<file path="config.mk">
export PLATFORM = sky130hd
export DESIGN_NAME = i4dl_fifo
export DESIGN_NICKNAME = d
export VERILOG_FILES = /design/src/i4dl_fifo.sv
export SDC_FILE = /design/constraint.sdc
export NUM_CORES = 1
export LEC_CHECK = 0
export ABC_AREA = 1
export BUFFER_PORTS_ARGS = -buffer_cell sky130_fd_sc_hd__buf_2
export CAP_MARGIN = 20
export CORE_MARGIN = 2
export CORE_UTILIZATION = 50
export CTS_CLUSTER_DIAMETER = 50
export DETAILED_ROUTE_END_ITERATION = 16
export GPL_TIMING_DRIVEN = 0
export PLACE_DENSITY = 0.74
export SYNTH_ARGS = -nofsm -noshare
export SYNTH_HDL_FRONTEND = slang
export SYNTH_SLANG_ARGS = --single-unit
</file>
<file path="constraint.sdc">
create_clock -name clk -period 2.3 [get_ports clk]
set_clock_uncertainty 0.15 [all_clocks]
set_input_delay 0.46 -clock clk [delete_from_list [all_inputs] [get_ports clk]]
set_output_delay 0.46 -clock clk [all_outputs]
set_load 0.01 [all_outputs]
</file>
<file path="src/i4dl_fifo.sv">
// ----------------------------------------------------------------------------
// i4dl_fifo
// Small register FIFO with occupancy count.
// ----------------------------------------------------------------------------
module i4dl_fifo #(
  parameter int WIDTH = 8,
  parameter int DEPTH = 4
) (
  input  logic                     clk,
  input  logic                     rst_n,
  input  logic                     push,
  input  logic [WIDTH-1:0]         wdata,
  output logic                     full,
  input  logic                     pop,
  output logic [WIDTH-1:0]         rdata,
  output logic                     empty,
  output logic [$clog2(DEPTH):0]   count
);

  localparam int AW = $clog2(DEPTH);

  logic [WIDTH-1:0] mem_r [DEPTH];
  logic [AW:0]      wr_ptr_r, wr_ptr_nxt;
  logic [AW:0]      rd_ptr_r, rd_ptr_nxt;
  logic             do_push, do_pop;

  assign count   = wr_ptr_r - rd_ptr_r;
  assign full    = (count == (AW+1)'(DEPTH));
  assign empty   = (count == '0);
  assign do_push = push & ~full;
  assign do_pop  = pop & ~empty;
  assign rdata   = mem_r[rd_ptr_r[AW-1:0]];

  always_comb begin
    wr_ptr_nxt = do_push ? wr_ptr_r + 1'b1 : wr_ptr_r;
    rd_ptr_nxt = do_pop  ? rd_ptr_r + 1'b1 : rd_ptr_r;
  end

  always_ff @(posedge clk) begin
    if (!rst_n) begin
      wr_ptr_r <= '0;
      rd_ptr_r <= '0;
    end else begin
      wr_ptr_r <= wr_ptr_nxt;
      rd_ptr_r <= rd_ptr_nxt;
    end
  end

  always_ff @(posedge clk) begin
    if (do_push) mem_r[wr_ptr_r[AW-1:0]] <= wdata;
  end

endmodule

</file>
=== Word-level counts from Yosys, hierarchy flattened ===
Memories as Yosys holds them, arrays and structs flattened. A register that Yosys moved wholly into a read port is not among the register bits.
Cells that the tools add are included.

* Register bits: 6
* RAM bits: 32
* Input port bits: 12
* Output and inout port bits: 13
* Logic and storage cells: 16
* Memories kept: 1

{| class="wikitable"
|+ Memories
! name !! depth !! bits a word !! read ports !! clocked after Yosys merged registers in !! wr ports !! RTL line !! source
|-
| mem_r || 4 || 8 || 1 || 1 || 1 || 22 || <nowiki>logic [WIDTH-1:0] mem_r [DEPTH];</nowiki>
|}

* Add/sub/neg operators: 3
* Equal/unequal tests: 1
* Mux-type cells: 4
* Bitwise operators: 4
* Reductions and logical operators: 1

{| class="wikitable"
|+ Operator list
! kind !! count
|-
| 3-bit by 1-bit adder with 3-bit output (second input constant) || 2
|-
| 2-bit two-way mux || 2
|-
| 3-bit == test (second input constant) || 1
|-
| 3-bit logical NOT || 1
|-
| 3-bit subtractor || 1
|-
| 1-bit bitwise AND || 2
|-
| 1-bit two-way mux || 2
|-
| 1-bit NOT || 2
|}

=== Longest topological paths before layout ===
* Depth in word-level cells: 6
* Depth in mapped cells: 11
* Gate-level depth less buffers: 11

=== Least setup slack after synthesis ===
OpenSTA, ideal clock, no wires.

* Path kind: reg2reg
* Start point: register wr_ptr_r[0]
* End point: memory mem_r[0][0], enable pin
* Setup time: 0.371 ns
* Arrival time: 1.906 ns
* Required time: 1.779 ns
* Setup slack: -0.127 ns
* Cell stages (with the launch flop): 11
* Buffers on the path: 0
* Clock period less this slack: 2.427 ns
* Cells stage by stage: dfxtp_1 > inv_1 > ha_1 > fa_1 > inv_1 > nand2_1 > nand2_1 > nand2_1 > nand3_2 > nand2_1 > nor2_1

* Word-level cells in the longest chain between the ends: 6

{| class="wikitable"
|+ RTL lines
! what !! RTL line !! source
|-
| start: declaration || 23 || <nowiki>logic [AW:0] wr_ptr_r, wr_ptr_nxt;</nowiki>
|-
| start signal: assignment || 44 || <nowiki>wr_ptr_r <= wr_ptr_nxt;</nowiki>
|-
| 3-bit subtractor || 27 || <nowiki>assign count = wr_ptr_r - rd_ptr_r;</nowiki>
|-
| 3-bit == test || 28 || <nowiki>assign full = (count == (AW+1)'(DEPTH));</nowiki>
|-
| 1-bit NOT || 30 || <nowiki>assign do_push = push & ~full;</nowiki>
|-
| 1-bit bitwise AND || 30 ||
|-
| 1-bit two-way mux || 50 || <nowiki>if (do_push) mem_r[wr_ptr_r[AW-1:0]] <= wdata;</nowiki>
|-
| 1-bit two-way mux (implied by the code) || 50 ||
|-
| end: declaration || 22 ||
|}

Several ways; a longest one is shown, not always the timed one.

=== Worst setup path in the final report ===
* Start point: register wr_ptr_r[0]
* End point: output full

* Word-level cells in the longest chain between the ends: 2

{| class="wikitable"
|+ RTL lines
! what !! RTL line !! source
|-
| 3-bit subtractor || 27 ||
|-
| 3-bit == test || 28 ||
|-
| end: declaration || 13 || <nowiki>output logic full,</nowiki>
|}

No other way between the ends.

==> key figures <==
Timing
  – Final Hold Viols: 0
  – Final Slew Violations: 0
  – Max Freq: 411 MHz
  – Fin crit period: 2430 ps
  – Tightest Pin Transition: 385 ps
  – Final worst-path setup slack: -135 ps
  – Period utilisation layout: 106%
  – Setup Viol. Count Final: 20
  – Max_slew headroom: 74.3%
  – RSZ-0062 raised after global routing: yes

Pwr
  – Power Density: 1460 mW/mm²
  – Max VDD drop: 0.00117 V
  – Total chip power: 3.08 mW
  – Leak: 0.843 nW

Critical path
  – Worst path required time: 1690 ps
  – CP Launch Type: register
  – CP most frequent cell: inv_4
  – Crit path launch: wr_ptr_r[0]
  – WS Path Type: reg2out
  – CP max FO: 3
  – Arrival time worst endpoint: 1820 ps
  – CP Capture Type: output port
  – Worst setup path endpoint: full
  – R2R Path End: mem_r[2][6]
  – Worst reg-to-reg setup slack: -20 ps
  – RR Startpoint: wr_ptr_r[0]
  – Crit path cell chain: inv_4 -> ha_4 -> fa_2 -> nand2_2 -> inv_4 -> nand3_4 -> inv_2 -> buf_6
  – Reg2Reg Depth: 10
  – Slowest CP cell: fa_2
  – Largest stage delay on the critical path: 540 ps

Logic synthesis
  – #FFs+latches synth: 40
  – Post-synth EDFFs: 32
  – Synth area leaders: edfxtp_1, dfxtp_1, nor2_1
  – Synth warnings: 0
  – Cell variety after synth: 17
  – Ys flop type: edfxtp_1
  – Net Count, Synth: 173
  – Syn Inst Count: 154
  – Sequential share of the synthesized area: 65.7%
  – Synth Cell Area: 0.00171 mm²
  – Leading area contributor after synthesis: edfxtp_1
  – Area share of the largest cell type after synthesis: 56.3%
  – Ys async rst share: 0%
  – Avg Synthesized Cell Area: 11.1 µm²

Die
  – # rows: 21
  – Die Ht: 62.4 µm
  – Die Width: 62.4 µm
  – I/O pins: 25
  – CORE AREA: 0.00331 mm²
  – Initial Utilization: 51.5%
  – Die ar.: 0.00389 mm²

Place
  – Buffers on Ports: 24
  – Gpl congestion: 0.742
  – Dpl ws: -600 ps
  – Dpl hpwl: 2200 µm
  – Post-DP Area: 0.00188 mm²
  – Number of placed cells counting well taps: 224

Final layout
  – Diode count: 0
  – Share of cells above drive strength 1: 30.9%
  – Non-Filler Instances: 240
  – Finished Cell Area: 0.00211 mm²
  – Nets: 212
  – Synth-to-Final Area Change: 23.7%

Outcome
  – Status: finished, violations left
  – Failing checks: negative setup slack

Global routing
  – Largest net degree at the start of global routing: 13
  – Global-route wire length before repair: 5340 µm
  – Overflow left after global routing: 0
  – Vias in the first global route: 1230
  – Initial antenna violation count: 0
  – Total GRT Usage: 18.3%

Clock tree
  – Num CTS Buffers: 5
  – Htree depth: 2
  – Sink Count: 40
  – Max clock buf depth: 2
  – Clk Latency, worst-skew pair: 340 ps
  – TritonCTS clock tree: built
  – Clk root buf: clkbuf_4
  – Worst-path clk slew: 120 ps

Routing
  – Residual DRC: 0
  – Post-Route WL: 3340 µm
  – 1st-iter DRT viols: 23
  – ANT nets after route: 0
  – Vias: 1221
  – Router iterations before antenna repair: 4
  – Routed len/inst: 13.9 µm
  – Via density: 5.09

Run
  – Max cap viols: 0

Worst hold path
  – Hold/Removal Path Class: in2reg
[critical path, delay by kind of cell, from the launching register on]
| family | cells | cell delay, ps |
|---|---|---|
| DFF | 1 | 380 |
| adders and majority gates | 2 | 690 |
| buffers and inverters | 4 | 260 |
| and+or+nand+nor | 2 | 160 |
[final cells by class]
class / instances / area, µm²
multi-input combinational: 93 / 571
timing repair buffer: 32 / 218
fill: 280 / 1200
buffer: 2 / 10.0
clock buffer: 7 / 45.0
sequential: 40 / 1130
tap: 46 / 57.6
clock inverter: 1 / 5.00
inverter: 19 / 76.3
[power breakdown]
part | internal [mW] | leakage [nW] | switching, mW
Combinational | 0.725 | 0.454 | 0.940
Clock | 0.119 | 0.0293 | 0.211
Sequential | 0.972 | 0.360 | 0.112
[how the worst min path moves through the flow]
stage | start | to | slack, ps | cells after the start
after floorplan | wr_ptr_r[1] | wr_ptr_r[1] | 350 | 2
after global placement | wr_ptr_r[1] | wr_ptr_r[1] | 380 | 2
after detailed placement | rd_ptr_r[1] | rd_ptr_r[1] | 410 | 2
after CTS | wdata[0] | mem_r[2][0] | 160 | 1
after global routing | wdata[5] | mem_r[3][5] | 170 | 1
final | wdata[0] | mem_r[3][0] | 160 | 1
[Yosys cell counts, types with 2 or more instances]
| library cell | instances |
|---|---|
| nand3_1 | 8 |
| dfxtp_1 | 8 |
| ha_1 | 6 |
| inv_1 | 18 |
| o22ai_1 | 8 |
| edfxtp_1 | 32 |
| buf_2 | 2 |
| nand2_1 | 17 |
| o21ai_0 | 16 |
| a21oi_1 | 6 |
| nor2_1 | 27 |
[flip-flops by register name (all words and copies together), names as in the netlist, named ones only]
name      count
mem_r        32
wr_ptr_r      3
rd_ptr_r      3
[per-stage QoR]
step / hold slack [ps] / util [%] / TNS (ps)
after CTS: 161 / 61.6 / -4490
after global routing: 167 / 63.7 / -4410
after floorplan: 352 / - / -4070
final: 165 / 63.7 / -438
after detailed placement: 406 / 56.9 / -17720
after global placement: 381 / 56.9 / -14810
[kinds of logic (layout without fill, tap and decap cells)]
group	count (synthesis)	count (layout)	share of synthesized area, %
AO/OA/AOI/OAI	30	30	9.39
XOR/XNOR	1	1	0.514
adder cells (fa/ha/maj)	7	7	5.58
buffers and inverters	21	61	4.77
flip-flops	40	40	65.7
AND/OR/NAND/NOR	55	55	14.0
[cell usage in the layout (no fill, tap or decap), drive strengths merged]
cell | Yosys | layout
nand2 | 18 | 18
buf | 2 | 34
fa | 1 | 1
inv | 19 | 19
ha | 6 | 6
clkinv | 0 | 1
o22ai | 8 | 8
o21ai | 16 | 16
edfxtp | 32 | 32
nor2 | 27 | 27
a21oi | 6 | 6
xnor2 | 1 | 1
clkbuf | 0 | 7
nand3 | 10 | 10
dfxtp | 8 | 8
[metal layers]
| metal | vias up | global-route usage, % | share of wire [%] |
|---|---|---|---|
| met1 | 579 | 19.9 | 40 |
| met3 | 7 | 5.41 | 4.7 |
| met4 | 0 | 8.89 | 2.8 |
| met5 | - | 0 | 0 |
| li1 | 607 | - | - |
| met2 | 28 | 32.4 | 52 |
[timing repair]
| item | 4_1_cts | 5_1_grt |
|---|---|---|
| hold buffers | 0 | 0 |
| buffers inserted | 5 | 3 |
| gates resized for setup | 19 | 9 |
| endpoints found under the setup margin | 36 | 42 |
| pin swaps | 5 | 3 |
Note: power is estimated with default switching activity, not from simulation.
