===== src/i4dl_pkg.sv =====
// ----------------------------------------------------------------------------
// i4dl_pkg
// Shared constants and small helpers for the INT4 dequantising L2 distance unit.
// ----------------------------------------------------------------------------
package i4dl_pkg;

  typedef logic [3:0] nibble_t;

  localparam logic [63:0] SUM_MAX  = 64'h7FFF_FFFF_FFFF_FFFF;
  // Largest magnitude whose square still fits below SUM_MAX
  localparam logic [63:0] ROOT_MAX = 64'd3037000499;
  // Multiplicative inverse of 15 modulo 2^32 (exact division by 15)
  localparam logic [31:0] INV15    = 32'hEEEE_EEEF;
  localparam nibble_t     NIB_MASK = 4'hF;

  // Remainder by 15 of a nibble sum (at most 8 nibbles, so below 121)
  function automatic nibble_t mod15_small(input logic [6:0] s);
    logic [6:0] r;
    r = s;
    for (int k = 1; k <= 8; k++) begin
      if (s >= 7'(15 * k)) r = s - 7'(15 * k);
    end
    return r[3:0];
  endfunction

  // Quotient by 15 of a code times remainder (at most 225)
  function automatic nibble_t div15_small(input logic [7:0] x);
    nibble_t q;
    q = '0;
    for (int k = 1; k <= 15; k++) begin
      if (x >= 8'(15 * k)) q = 4'(k);
    end
    return q;
  endfunction

endpackage


===== src/i4dl_front.sv =====
// ----------------------------------------------------------------------------
// i4dl_front
// Splits a request into two dimension records and pre-reduces |diff| mod 15.
// ----------------------------------------------------------------------------
module i4dl_front #(
  parameter int VALUE_BITS = 24
) (
  input  logic [7:0]                  code_byte,
  input  logic signed [VALUE_BITS-1:0] query_first,
  input  logic signed [VALUE_BITS-1:0] min_first,
  input  logic signed [VALUE_BITS-1:0] diff_first,
  input  logic signed [VALUE_BITS-1:0] query_second,
  input  logic signed [VALUE_BITS-1:0] min_second,
  input  logic signed [VALUE_BITS-1:0] diff_second,
  input  logic                        second_valid,
  input  logic                        last,
  output logic [6*VALUE_BITS+19:0]    item
);

  localparam int VB   = VALUE_BITS;
  localparam int DW   = 3*VB + 9;
  localparam int NNIB = (VB + 3) / 4;

  logic [DW-1:0] dim_a, dim_b;

  // Record: {code, diff sign, |diff|, |diff| mod 15, query, min}
  function automatic logic [DW-1:0] pack_dim(
    input i4dl_pkg::nibble_t     q,
    input logic signed [VB-1:0]  qv,
    input logic signed [VB-1:0]  mv,
    input logic signed [VB-1:0]  dv
  );
    logic                neg;
    logic [VB-1:0]       mag;
    logic [NNIB*4-1:0]   padded;
    logic [6:0]          nsum;
    neg    = dv[VB-1];
    mag    = neg ? VB'(-dv) : VB'(dv);
    padded = (NNIB*4)'(mag);
    nsum   = '0;
    // 16 = 1 mod 15, so the nibble sum keeps the remainder
    for (int n = 0; n < NNIB; n++) begin
      nsum = nsum + 7'(padded[n*4 +: 4]);
    end
    return {q, neg, mag, i4dl_pkg::mod15_small(nsum), qv, mv};
  endfunction

  always_comb begin
    dim_a = pack_dim(code_byte[7:4] & i4dl_pkg::NIB_MASK, query_first, min_first, diff_first);
    dim_b = pack_dim(code_byte[3:0] & i4dl_pkg::NIB_MASK, query_second, min_second,
                     diff_second);
  end

  assign item = {last, second_valid, dim_a, dim_b};

endmodule


===== config.mk =====
export PLATFORM = sky130hd
export DESIGN_NAME = i4dl_front
export DESIGN_NICKNAME = d
export VERILOG_FILES = /design/src/i4dl_pkg.sv /design/src/i4dl_front.sv
export SDC_FILE = /design/constraint.sdc
export NUM_CORES = 1
export LEC_CHECK = 0
export BUFFER_PORTS_ARGS = -buffer_cell sky130_fd_sc_hd__buf_4
export CORE_AREA = 2 2 123 125
export DETAILED_ROUTE_END_ITERATION = 12
export DIE_AREA = 0 0 125 127
export GPL_TIMING_DRIVEN = 0
export PLACE_DENSITY = 0.64
export SLEW_MARGIN = 10
export SYNTH_ARGS = -nofsm -noshare
export SYNTH_HDL_FRONTEND = slang
export SYNTH_SLANG_ARGS = --single-unit

===== constraint.sdc =====
create_clock -name vclk -period 11.5
set_input_delay 2.3 -clock vclk [all_inputs]
set_output_delay 2.3 -clock vclk [all_outputs]
set_load 0.1 [all_outputs]

### Yosys cells after proc, flatten, opt, wreduce, memory -nomap -nowiden

Index checks and enable logic that the tools add are counted.

* order comparisons: 16
* muxes and demuxes: 18
* $add $sub $neg: 28

Operator list (number)
* 4-bit 2-to-1 mux: 16
* 4-bit subtractor, second input constant: 16
* 7-bit greater-or-equal comparator, second input constant: 8
* 24-bit 2-to-1 mux: 2
* 24-bit negation: 2
* 7-bit by 4-bit adder with 7-bit output: 4
* 7-bit by 6-bit greater-or-equal comparator with 1-bit output, second input constant: 4
* 6-bit by 4-bit adder with 7-bit output: 2
* 7-bit by 4-bit greater-or-equal comparator with 1-bit output, second input constant: 2
* 7-bit by 5-bit greater-or-equal comparator with 1-bit output, second input constant: 2
* 5-bit by 4-bit adder with 6-bit output: 2
* 4-bit by 4-bit adder with 5-bit output: 2

* output and inout port bits: 164
* bits of input ports: 154
* bits in registers: 0
* logic and storage cells: 62

### Depth between registers and ports, before layout

Gate-level depths: netlist (run 1).

* depth after elaboration: 16
* depth in mapped cells: 24
* depth with buffers taken out: 24

### Least setup slack after synthesis (run 1)

Ideal clock, no wire load.

* path kind: input port to output port
* start point: input port diff_first[23]
* end point: output port item[132]
* cell stages on the path: 17
* arrival: 11172 ps
* slack: -1972 ps
* path through: clkbuf_1 -> o21ai_0 -> fa_1 -> inv_1 -> fa_1 -> inv_1 -> fa_1 -> ha_1 -> fa_1 -> buf_2 -> xor2_1 -> o211ai_1 -> a21oi_1 -> a221oi_1 -> o21bai_1 -> nor3b_1 -> nor4_1

* cells in the longest elaborated chain, start to end: 15
* elaborated cells between the ends (all ways): 31
* those cells by class: add/sub (14); order compare (8); mux (9)

Ends and longest elaborated chain
* from (decl): RTL line i4dl_front.sv:11 `input logic signed [VALUE_BITS-1:0] diff_first,`
* 24-bit 2-to-1 mux *: RTL line i4dl_front.sv:38 `mag = neg ? VB'(-dv) : VB'(dv);`
* via item[134]: RTL line i4dl_front.sv:17 `output logic [6*VALUE_BITS+19:0] item`
* 4-bit by 4-bit adder with 5-bit output *: RTL line i4dl_front.sv:43 `nsum = nsum + 7'(padded[n*4 +: 4]);`
* 5-bit by 4-bit adder with 6-bit output *: RTL line i4dl_front.sv:43
* 6-bit by 4-bit adder with 7-bit output *: RTL line i4dl_front.sv:43
* 7-bit by 4-bit adder with 7-bit output * (2 in a row): RTL line i4dl_front.sv:43
* 7-bit by 4-bit greater-or-equal comparator with 1-bit output / 4-bit subtractor (equally long branches): RTL line i4dl_pkg.sv:21 `if (s >= 7'(15 * k)) r = s - 7'(15 * k);`
* 4-bit 2-to-1 mux (7 in a row): RTL line i4dl_pkg.sv:21
* 4-bit 2-to-1 mux *: RTL line i4dl_pkg.sv:21
* to (decl): RTL line i4dl_front.sv:17

The timed path passes the listed nets; every way through them passes the cells marked *.

### Worst setup path after layout (run 1)

* start point: input port diff_second[10]
* end point: output port item[51]

* cells in the longest elaborated chain, start to end: 15
* elaborated cells between the ends (all ways): 30
* those cells by class: add/sub (13); order compare (8); mux (9)

Ends and longest elaborated chain
* from (decl): RTL line i4dl_front.sv:14 `input logic signed [VALUE_BITS-1:0] diff_second,`
* 24-bit negation: RTL line i4dl_front.sv:38
* 24-bit 2-to-1 mux *: RTL line i4dl_front.sv:38
* 5-bit by 4-bit adder with 6-bit output: RTL line i4dl_front.sv:43
* 6-bit by 4-bit adder with 7-bit output: RTL line i4dl_front.sv:43
* 7-bit by 4-bit adder with 7-bit output: RTL line i4dl_front.sv:43
* 7-bit by 4-bit adder with 7-bit output *: RTL line i4dl_front.sv:43
* 7-bit by 4-bit greater-or-equal comparator with 1-bit output / 4-bit subtractor (equally long branches): RTL line i4dl_pkg.sv:21
* 4-bit 2-to-1 mux (7 in a row): RTL line i4dl_pkg.sv:21
* 4-bit 2-to-1 mux *: RTL line i4dl_pkg.sv:21

Mark *: on every way between the ends. The rest lies on a longest branch, timed or not.

==> flow_metrics.env, run 1 <==
export IMPL_cap_violations=0
export IMPL_ys_warn_count=0
export IMPL_first_iter_violations=166
export IMPL_grt_antenna_before_repair=0
export IMPL_antenna_cells=0
export IMPL_syn_area_um2=4340
export IMPL_min_period_ns=11.20
export IMPL_criticalPathCategory="in -> out"
export IMPL_hold_end="item[112]"
export IMPL_synth_most_common_cell="buf_4"
export IMPL_dpl_cell_area_um2=6310
export IMPL_die_area_um2=15900
export IMPL_met3_wirelength_um=777
export IMPL_grt_max_degree=11
export IMPL_antenna_left=0
export IMPL_grt_pass1_vias=4284
export IMPL_route_met2_wl_um=6980
export IMPL_placementRows=44
export IMPL_drtPass1Iterations=5
export IMPL_grt_pass1_wl_um=20600
export IMPL_routed_via_density=4.66
export IMPL_start_util=0.301
export IMPL_start_kind="input pin"
export IMPL_cp_arrival_ns=8.90
export IMPL_synthTopCellsByArea="buf_4 19%, fa_1 15%, ha_1 10%"
export IMPL_io_pins=318
export IMPL_crit_required_ns=9.20
export IMPL_synthCells=563
export IMPL_seq_area_frac_synth=0
export IMPL_cpMaxStageDelayCell="or4_4"
export IMPL_synth_top_cell_area_share=0.190
export IMPL_whs_path_depth=2
export IMPL_cp_max_fo=6
export IMPL_fmax_mhz=89.3
export IMPL_avgSynthCellArea_um2=7.70
export IMPL_hp_class="in -> out"
export IMPL_cpMostUsedCell="fa_1"
export IMPL_hpwlAfterDp_um=11800
export IMPL_finalSetupViolCount=0
export IMPL_finalCritPeriodShare=0.974
export IMPL_worst_slew_pin_slew_ns=0.698
export IMPL_wl_met1_um=5150
export IMPL_track_usage=0.152
export IMPL_vias=4471
export IMPL_dr_max_layer_used="met4"
export IMPL_crit_chain="buf_4, or4_4, nor4_4, nand2_1, or4_4, o41ai_4, xnor2_4, fa_1, inv_1, fa_1, inv_1, fa_1, ha_1, fa_1, ha_1, a22o_1, or3_1, a211oi_4, a211oi_1, o311a_1, a21oi_4, buf_6"
export IMPL_rsz0062_at_grt="false"
export IMPL_cp_top_family="adder cells"
export IMPL_min_from="query_first[7]"
export IMPL_avgRoutedWirePerCell_um=13.8
export IMPL_wl_um=13300
export IMPL_port_buffers=212
export IMPL_n_sequential_cell=0
export IMPL_cts_setup_buffers=0
export IMPL_post_route_util=0.440
export IMPL_drive_gt1_frac=0.467
export IMPL_critical_path_max_stage_delay_ns=0.55
export IMPL_setup_tns_ns=0
export IMPL_die_height_um=127
export IMPL_fin_nets=999
export IMPL_slew_viol_final=0
export IMPL_gp_routability_congestion=0.915
export IMPL_area_growth_pct=46.3
export IMPL_status="finished clean"
export IMPL_crit_path_end_kind="output port"
export IMPL_finalHoldViolCount=0
export IMPL_slew_headroom=0.532
export IMPL_core_um2=14400
export IMPL_drc_errors=0
export IMPL_overflow=0
export IMPL_synth_common_cells="110 x buf_4, 65 x inv_1, 44 x xnor2_1"
export IMPL_clockBufferCount=0
export IMPL_n_fill_cell=1448
export IMPL_yosysUniqueCellTypes=65
export IMPL_syn_nets=785
export IMPL_die_x_um=125
export IMPL_cp_buffers_inverters=4
export IMPL_synth_top_area_cell="buf_4"
export IMPL_seq_area_um2=0
export IMPL_fin_area_um2=6350
## cells by family after synthesis
kind of cell | synth area share
buf+inv | 0.258
compound gates | 0.215
simple gates | 0.152
fa+ha+maj | 0.252
xor+xnor | 0.117
mux | 0.00692
## metrics by stage
| stage | hold slack (ns) | std cells | setup slack [ns] |
|---|---|---|---|
| CTS | 4.93 | 959 | 0.0733 |
| finish | 4.93 | 959 | 0.296 |
| detailed placement | 4.93 | 959 | 0.00258 |
| global route | 4.93 | 959 | 0.00449 |
| global placement | 4.93 | 959 | -0.0159 |
| floorplan | 4.81 | 563 | -0.125 |
## worst max path at each step
stage / slack (ns) / cells past startpoint / end / start
4_1_cts: 0.07 / 22 / item[51] / diff_second[3]
6_report: 0.30 / 22 / item[51] / diff_second[10]
3_3_place_gp: -0.02 / 22 / item[51] / diff_second[3]
3_5_place_dp: 0.003 / 22 / item[51] / diff_second[3]
5_1_grt: 0.004 / 22 / item[51] / diff_second[10]
2_1_floorplan: -0.13 / 21 / item[130] / diff_first[2]
## placed cells by master (no fill, tap or decap), types with 9 or more instances in the layout
cell / count
xor2_1: 11
buf_4: 320
a21oi_1: 24
o31ai_1: 13
xnor2_1: 35
fa_1: 32
o21ai_0: 24
clkbuf_1: 9
inv_1: 65
ha_1: 36
nand3_1: 9
nor2_1: 12
nand2_1: 42
## cell type report
class	count	area, µm²	area share
repair buffers	212	1600	0.252
well taps	184	230	0.0363
multi-input cells	376	3400	0.536
inverters	65	244	0.0384
plain buffers	122	873	0.138
## layer usage
layer	track usage	up-vias
li1	-	2238
met4	0.0425	0
met1	0.181	2023
met2	0.292	192
met5	0	-
met3	0.0113	18
## timing repair
item | in CTS | in global routing
hold endpoints to repair | 0 | 0
setup endpoints to repair | 1 | 7
gates resized for setup | 1 | 5
hold buffers | 0 | 0
pin swaps | 0 | 1
Power of run 1 is not shown: default switching activity piles up to over one toggle a cycle in this logic, so the estimate is an artifact.
==> run 2, diff against run 1 <==
- SLEW_MARGIN: 10 -> unset
- clock period: 11.5 -> 11.6 ns (I/O delays scaled with it)
==> run 2 against run 1 <==
  * Sequential cell count unchanged
  * Die area is the same
  * Hold slack improved by 0.040 ns
  * Setup slack improved by 0.077 ns
  * Count of clock-buffer cells in the layout unchanged
  * Critical path type unchanged
  * Critical endpoint unchanged
==> flow_metrics.env, run 2 (same netlist as run 1, synthesis figures left out) <==
export IMPL_status="finished clean"
export IMPL_cpMaxStageDelayCell="fa_1"
export IMPL_cp_max_fo=6
export IMPL_fmax_mhz=89.1
export IMPL_core_um2=14400
export IMPL_crit_chain="buf_4, or4_4, nor4_4, nand2_1, or4_4, o41ai_2, xnor2_2, fa_1, inv_1, fa_1, inv_1, fa_1, ha_1, fa_1, ha_1, a22o_1, or3_1, a211oi_4, a211oi_1, o311a_1, a21oi_4, buf_4"
export IMPL_placementRows=44
export IMPL_n_fill_cell=1471
export IMPL_antenna_cells=0
export IMPL_cp_arrival_ns=8.91
export IMPL_grt_busiest_layer="met2"
export IMPL_grt_max_degree=11
export IMPL_finalCritPeriodShare=0.968
export IMPL_antenna_left=0
export IMPL_grt_antenna_before_repair=0
export IMPL_clockBufferCount=0
export IMPL_stdcell_count=960
export IMPL_die_height_um=127
export IMPL_area_growth_pct=45.6
export IMPL_hpwlAfterDp_um=11700
export IMPL_criticalPathCategory="in -> out"
export IMPL_gp_routability_congestion=0.855
export IMPL_vias=4547
export IMPL_overflow=0
export IMPL_drtPass1Iterations=7
export IMPL_grt_pass1_vias=4402
export IMPL_seq_area_um2=0
export IMPL_io_pins=318
export IMPL_cap_violations=0
export IMPL_crit_required_ns=9.28
export IMPL_slew_headroom=0.472
export IMPL_start_kind="input pin"
export IMPL_critical_path_max_stage_delay_ns=0.56
export IMPL_drc_errors=0
export IMPL_n_sequential_cell=0
export IMPL_start_util=0.301
export IMPL_dp_cells=959
export IMPL_finalHoldViolCount=0
export IMPL_finalSetupViolCount=0
export IMPL_die_x_um=125
export IMPL_grtUsageMet1=0.179
export IMPL_min_period_ns=11.23
export IMPL_avgRoutedWirePerCell_um=13.8
export IMPL_fin_nets=1000
export IMPL_wl_um=13200
export IMPL_track_usage=0.151
export IMPL_final_common_cell="buf_4"
export IMPL_first_iter_violations=298
export IMPL_globalRouteMet2Util=0.296
export IMPL_crit_path_end_kind="output port"
export IMPL_slew_viol_final=0
export IMPL_cpMostUsedCell="fa_1"
export IMPL_routed_via_density=4.74
export IMPL_die_area_um2=15900
export IMPL_worst_slew_pin_slew_ns=0.792
export IMPL_hp_class="in -> out"
export IMPL_drive_gt1_frac=0.466
export IMPL_port_buffers=212
export IMPL_grt_pass1_wl_um=21000
export IMPL_layout_common_cells="323 x buf_4, 65 x inv_1, 42 x nand2_1"
export IMPL_use_met3=0.0180
-- run 2: repair_timing --
item,4_1_cts,5_1_grt
setup endpoints to repair,0,4
hold buffers,0,0
setup buffers,0,1
gates resized for setup,0,2
-- run 2: final cells by class --
cell class,instances,area [µm²],area share
timing repair buffer,213,1600,0.253
inverter,65,244,0.0386
buffer,122,873,0.138
tap,184,230,0.0364
multi-input combinational,376,3370,0.534
-- run 2: stage by stage --
| stage | hold WS, ns | cell area (µm²) | setup TNS (ns) | utilization | worst slack, ns |
|---|---|---|---|---|---|
| after floorplan | 4.85 | 4480 | -0.0652 | - | -0.0652 |
| final | 4.97 | 6320 | 0 | 0.438 | 0.374 |
| after detailed placement | 4.97 | 6300 | 0 | 0.437 | 0.206 |
| after global routing | 4.97 | 6320 | -0.00134 | 0.438 | -0.00134 |
| after global placement | 4.97 | 6300 | 0 | 0.437 | 0.196 |
| after CTS | 4.97 | 6300 | 0 | 0.437 | 0.178 |
-- run 2: worst max-delay path, delay by kind of cell --
family | cells | cell delay (ns)
AO/OA/AOI/OAI | 6 | 1.74
XOR/XNOR | 1 | 0.12
adder cells (fa/ha/maj) | 6 | 2.54
buffers and inverters | 4 | 0.52
AND/OR/NAND/NOR | 5 | 1.66
-- run 2: path summary, 6_finish.rpt --
path	from	end	slack, ns	cells after the start
worst max-delay path	diff_second[10]	item[51]	0.37	22
worst min-delay path	min_first[2]	item[83]	4.97	2
-- run 2: routing by layer --
layer  share of wire  up-vias
met5               0        -
met4           0.016        0
met3           0.065       12
met2            0.54      206
met1            0.38     2087
li1                -     2242
Power of run 2 is left out for the same reason.
